`src/rtl/lpu_pkg.sv`:
```
`timescale 1ns / 1ps
// lpu_pkg: shared types and constants of the polyphase lanczos line upsampler
// no dependencies

package lpu_pkg;

  localparam int unsigned DATA_W    = 16;
  localparam int unsigned WIN_DEPTH = 16;
  localparam int unsigned WIN_AW    = 4;
  localparam int unsigned PHASE_W   = 4;
  localparam int unsigned S_W       = 5;
  localparam int unsigned A_W       = 4;
  localparam int unsigned CNT_W     = 5;
  localparam int unsigned PROD_W    = 32;
  localparam int unsigned ACC_W     = 36;

  localparam logic [S_W-1:0] S_LOW  = 5'd2;
  localparam logic [S_W-1:0] S_HIGH = 5'd16;
  localparam logic [A_W-1:0] A_LOW  = 4'd3;
  localparam logic [A_W-1:0] A_HIGH = 4'd8;

  localparam int unsigned ROUND_SHIFT = 14;

  typedef enum logic [1:0] {
    CMD_COEF   = 2'd0,
    CMD_SAMPLE = 2'd1,
    CMD_DRAIN  = 2'd2,
    CMD_NONE   = 2'd3
  } lpu_cmd_e;

  typedef enum logic {
    REG_UPSAMPLE = 1'b0,
    REG_HALF_W   = 1'b1
  } lpu_reg_e;

  typedef enum logic [1:0] {
    ST_IDLE,
    ST_NORM,
    ST_TAP,
    ST_FLUSH
  } lpu_state_e;

  typedef struct packed {
    logic clear;
    logic valid;
  } lpu_mac_ctl_t;

endpackage

```
`src/rtl/lpu_mac.sv`:
```
`timescale 1ns / 1ps
// lpu_mac: shared multiply-accumulate with round half up and 16 bit saturation
// depends on lpu_pkg

module lpu_mac (
  input  logic                       clk_i,
  input  logic                       rst_ni,
  input  lpu_pkg::lpu_mac_ctl_t      ctl_i,
  input  logic signed [15:0]         sample_i,
  input  logic signed [15:0]         coef_i,
  output logic                       busy_o,
  output logic signed [15:0]         result_o
);
  import lpu_pkg::*;

  logic signed [PROD_W-1:0] prod_q;
  logic                     pv_q;
  logic signed [ACC_W-1:0]  acc_q;
  logic signed [ACC_W:0]    biased;
  logic signed [ACC_W-ROUND_SHIFT:0] shifted;

  always_ff @(posedge clk_i or negedge rst_ni) begin
    if (!rst_ni) begin
      pv_q  <= 1'b0;
      acc_q <= '0;
    end else begin
      pv_q <= ctl_i.valid;
      if (ctl_i.clear) begin
        acc_q <= '0;
      end else if (pv_q) begin
        acc_q <= acc_q + ACC_W'(prod_q);
      end
    end
  end

  always_ff @(posedge clk_i) begin
    if (ctl_i.valid) begin
      prod_q <= sample_i * coef_i;
    end
  end

  always_comb begin
    biased  = (ACC_W+1)'(acc_q) + (ACC_W+1)'(signed'(15'sd8192));
    shifted = (ACC_W-ROUND_SHIFT+1)'(biased >>> ROUND_SHIFT);
    if (shifted > (ACC_W-ROUND_SHIFT+1)'(signed'(17'sd32767))) begin
      result_o = 16'sh7FFF;
    end else if (shifted < (ACC_W-ROUND_SHIFT+1)'(signed'(-17'sd32768))) begin
      result_o = 16'sh8000;
    end else begin
      result_o = shifted[15:0];
    end
  end

  assign busy_o = pv_q;

endmodule

```
`config.mk`:
```
export PLATFORM = sky130hd
export DESIGN_NAME = lpu_mac
export DESIGN_NICKNAME = d
export VERILOG_FILES = /design/src/rtl/lpu_pkg.sv /design/src/rtl/lpu_mac.sv
export SDC_FILE = /design/constraint.sdc
export NUM_CORES = 1
export LEC_CHECK = 0
export BUFFER_PORTS_ARGS = -buffer_cell sky130_fd_sc_hd__buf_2
export CAP_MARGIN = 0
export CORE_ASPECT_RATIO = 1.25
export CORE_UTILIZATION = 45
export DETAILED_ROUTE_END_ITERATION = 16
export SYNTH_ARGS = -nofsm -noshare
export SYNTH_HDL_FRONTEND = slang
export SYNTH_SLANG_ARGS = --single-unit
```
`constraint.sdc`:
```
create_clock -name clk_i -period 3.5 [get_ports clk_i]
set_input_delay 0.35 -clock clk_i [delete_from_list [all_inputs] [get_ports clk_i]]
set_output_delay 0.35 -clock clk_i [all_outputs]
set_load 0.01 [all_outputs]
```
After elaboration in Yosys (flattened, before gate mapping)

Cells that the tools add are included.

Output and inout bits: 17
Bits in registers: 69
Word-level logic and storage cells: 13
Input port bits: 36

Muxes and demuxes: 4
$lt $le $gt $ge: 2
Reductions and logical operators: 1
Add/subtract/negate cells: 2
$mul: 1

Operator list:

| operator                 | number |
|---|---|
| $mux W36                 | 2 |
| $add A36 B15 Y37 const B | 1 |
| $add A36 B32 Y36         | 1 |
| $mul A16 B16 Y32         | 1 |
| $mux W16                 | 2 |
| $gt A23 B16 Y1 const B   | 1 |
| $lt A23 B16 Y1 const B   | 1 |
| $reduce_bool A2 Y1       | 1 |

Depth between registers and ports, before layout

Word-level depth: 4
Depth in mapped cells: 24
Depth with buffers taken out: 23

Worst setup path before layout

Ideal clock, no wire load.

Path type: input -> register
From: input port coef_i[15]
To: register prod_q[31] (data pin)
Cell stages on the path: 21
Arrival: 5996 ps
Library setup time: 260 ps
Path slack: -2756 ps
Buffers on the path: 1
Data required time: 3240 ps
Cells stage by stage: inv_1 > clkbuf_1 > nor2_1 > fa_1 > fa_1 > fa_1 > fa_1 > fa_1 > inv_1 > fa_1 > inv_1 > ha_1 > a211o_1 > or2_2 > a311oi_1 > o21bai_1 > a21oi_1 > o21ba_2 > o311a_1 > a21oi_1 > xnor2_1

Longest elaborated chain between the ends: 1

Ends and longest elaborated chain:

| element              | line          | source |
|---|---|---|
| start, declared      | lpu_mac.sv:10 | `input logic signed [15:0] coef_i,` |
| $mul A16 B16 Y32     | lpu_mac.sv:38 | `prod_q <= sample_i * coef_i;` |
| end signal, assigned | lpu_mac.sv:38 |  |
| end, declared        | lpu_mac.sv:16 | `logic signed [PROD_W-1:0] prod_q;` |

Every way passes these cells.
A chain may end at the register's enable or synchronous reset.

Final worst setup path

From: input port sample_i[13]
To: register prod_q[31] (data pin)

Longest elaborated chain between the ends: 1

Ends and longest elaborated chain:

| element          | line          | source |
|---|---|---|
| start, declared  | lpu_mac.sv:9  | `input logic signed [15:0] sample_i,` |
| $mul A16 B16 Y32 | lpu_mac.sv:38 |  |

Every way passes these cells.

==> summary.txt <==
outcome: finished, violations left
violated checks: negative setup slack
Area growth syn-to-layout: 25.0%
ANT nets after route: 0
worst reg-to-reg setup slack: 0.43 ns
Final Slew Violations: 0
Final WS setup: -2.13 ns
vias after detailed routing: 11365
Die H: 204 um
mapped cell area: 14700 um2
Netlist cell types: 75
Avg Inst Size Synth: 9.12 um2
die area: 33500 um2
H-Tree Depth: 3
vias in the first global route: 12105
worst r2r path cells: 11
CTS Buf Count: 9
cell accounting for the most synthesized area: fa_1
Worst Setup End Kind: flop
# DRC: 0
CP Launch Type: input pin
Async S/R FF share, synth: 53.6%
Post-Synthesis Cells: 1617
syn_nets: 2034
dpl hpwl: 28600 um
# clock sinks: 69
Seq/Total Area, Yosys: 12.8%
input/output buffers: 52
Initial DRC Count: 527
first-pass GRT wire length: 58000 um
top cell type's share of synthesized area: 35.7%
Hold Path Class: in2async
reg-to-reg endpoint: acc_q[28]
average wire per standard cell: 15.2 um
clk root buf: clkbuf_16
WP data arrival: 5.70 ns
max cap viols: 0
share of cells above drive strength 1: 25.2%
Synth Flop Type: dfrtp_1
# IOs: 53
Slew Limit Headroom: 40.0%
initial core utilization: 46.0%
measured slew at the worst slew-check pin: 0.899 ns
row count: 73
#FFs+latches synth: 69
CTS tree: done
fmax: 178 MHz
# diodes: 0
Period minus WS final: 5.63 ns
Final setup viols: 26
CP Class: in2reg
crit path max fanout: 5
filler instances: 2815
CP required: 3.58 ns
largest net degree at the start of global routing: 52
clock slew at reported path FFs: 0.06 ns
die width: 164 um
endpoints failing hold: 0
RePlAce Congestion: 0.891
Synth Warn #: 0
RSZ-0062 raised after global routing: true
Core Box Area: 32100 um2
drt first pass iters: 5
top cells by area, synth: fa_1, ha_1, inv_1
r2r startpoint: prod_q[0]
Worst Clk Skew: 0.00584 ns
EDFF count, synth: 32
Layout Nets: 2260
global route overflow: 0
final worst path period share: 161%
Hold Slack: 0.135 ns
Global Route Usage Sum: 21.6%
drt total wl: 34500 um
most frequent cells after synthesis: inv_1, fa_1, nand2_1
top-count cell post-synth: inv_1
initial antenna violation count: 0
vias per cell: 5.03
Clock Latency Late Sink: 0.33 ns
Clock Tree Buf Depth: 2
-- sequential cells by signal, indices dropped and copies added (netlist names) --
register / flops
acc_q: 36
prod_q: 32
busy_o: 1
-- worst max path at each step --
stage          slack [ns]    startpoint    endpoint  cells after the start
2_1_floorplan       -2.28     coef_i[4]  prod_q[31]                     22
3_3_place_gp        -2.54     coef_i[6]  prod_q[30]                     21
3_5_place_dp        -2.62  sample_i[15]  prod_q[31]                     22
4_1_cts             -2.21  sample_i[12]  prod_q[31]                     22
5_1_grt             -2.31  sample_i[14]  prod_q[31]                     23
6_report            -2.13  sample_i[13]  prod_q[31]                     22
-- metal layers --
layer / track usage, % / share of wire, % / vias to the layer above
met2: 38.0 / 50 / 189
li1: - / - / 5557
met5: 0 / 0 / -
met1: 29.3 / 46 / 5586
met4: 4.56 / 1.3 / 0
met3: 1.22 / 2.6 / 33
-- cells by family (layout without fill, tap and decap cells) --
logic type	after synthesis	after routing	share of synthesized area, %
flops	69	69	12.8
xor+xnor	70	70	4.16
simple gates	476	476	16.4
mux	21	21	1.45
compound gates	211	211	9.57
fa+ha+maj	381	381	45.7
buf+inv	389	620	9.92
-- per-stage QoR --
step	TNS [ns]	cells	area [um2]	utilization, %	worst slack, ns
floorplan	-40.06	1617	15300	-	-2.28
global placement	-51.05	2210	17000	53.0	-2.54
detailed placement	-52.25	2210	17000	53.0	-2.62
CTS	-40.17	2243	17900	55.8	-2.21
global route	-44.29	2260	18400	57.5	-2.31
finish	-40.99	2260	18400	57.5	-2.13
-- final cells by class --
cell class	count	area [um2]	area share, %
Clock inverter	7	114	0.617
Tap cell	412	515	2.80
Multi-Input combinational cell	1159	12200	66.1
Timing Repair Buffer	264	2230	12.1
Sequential cell	69	1890	10.3
Inverter	340	1280	6.93
Clock buffer	9	225	1.22
-- what timing repair did --
| item | in CTS | in global routing |
|---|---|---|
| buffers inserted | 18 | 21 |
| hold buffers | 0 | 0 |
| pin swaps | 88 | 94 |
| gates resized for setup | 127 | 110 |
| cloned | 0 | 2 |
| endpoints found under the setup margin | 26 | 42 |
| endpoints found under the hold margin | 0 | 0 |
-- worst max-delay path, cell delays in order --
cell,delay [ns]
buf_2,0.14
and2_4,0.17
fa_1,0.50
inv_1,0.05
fa_1,0.48
fa_1,0.52
inv_1,0.07
fa_1,0.50
fa_1,0.49
inv_1,0.05
fa_1,0.52
inv_2,0.05
ha_4,0.21
a211o_1,0.27
or2_4,0.25
a311oi_2,0.24
o21bai_1,0.10
a21oi_2,0.22
o21ba_4,0.20
o311a_4,0.17
a21oi_2,0.05
xnor2_1,0.13
-- layout by cell type, fill, tap and decap left out, drive strengths merged, types with 4 or more instances in the layout --
| master | netlist | routed |
|---|---|---|
| inv | 340 | 340 |
| fa | 263 | 263 |
| buf | 2 | 257 |
| nand2 | 158 | 158 |
| and2 | 127 | 127 |
| ha | 118 | 118 |
| nor2 | 67 | 67 |
| a21oi | 57 | 57 |
| xnor2 | 51 | 51 |
| o21ai | 49 | 49 |
| dfrtp | 37 | 37 |
| edfxtp | 32 | 32 |
| nand3 | 24 | 24 |
| a21o | 21 | 21 |
| xor2 | 19 | 19 |
| mux2i | 18 | 18 |
| nor3 | 17 | 17 |
| clkbuf | 47 | 16 |
| nand2b | 14 | 14 |
| nor2b | 14 | 14 |
| or3 | 10 | 10 |
| and3 | 10 | 10 |
| o21a | 8 | 8 |
| o21bai | 8 | 8 |
| a211oi | 8 | 8 |
| o311ai | 8 | 8 |
| o211ai | 7 | 7 |
| nand4 | 7 | 7 |
| a31oi | 7 | 7 |
| nand4b | 6 | 6 |
| nand3b | 5 | 5 |
| a211o | 4 | 4 |
| o221ai | 4 | 4 |
| or4 | 4 | 4 |
| o31ai | 4 | 4 |
| a311oi | 4 | 4 |
Power is left out: the tool's default activity adds up to more than one toggle a clock period on the data nets, which glitch-free logic cannot reach.
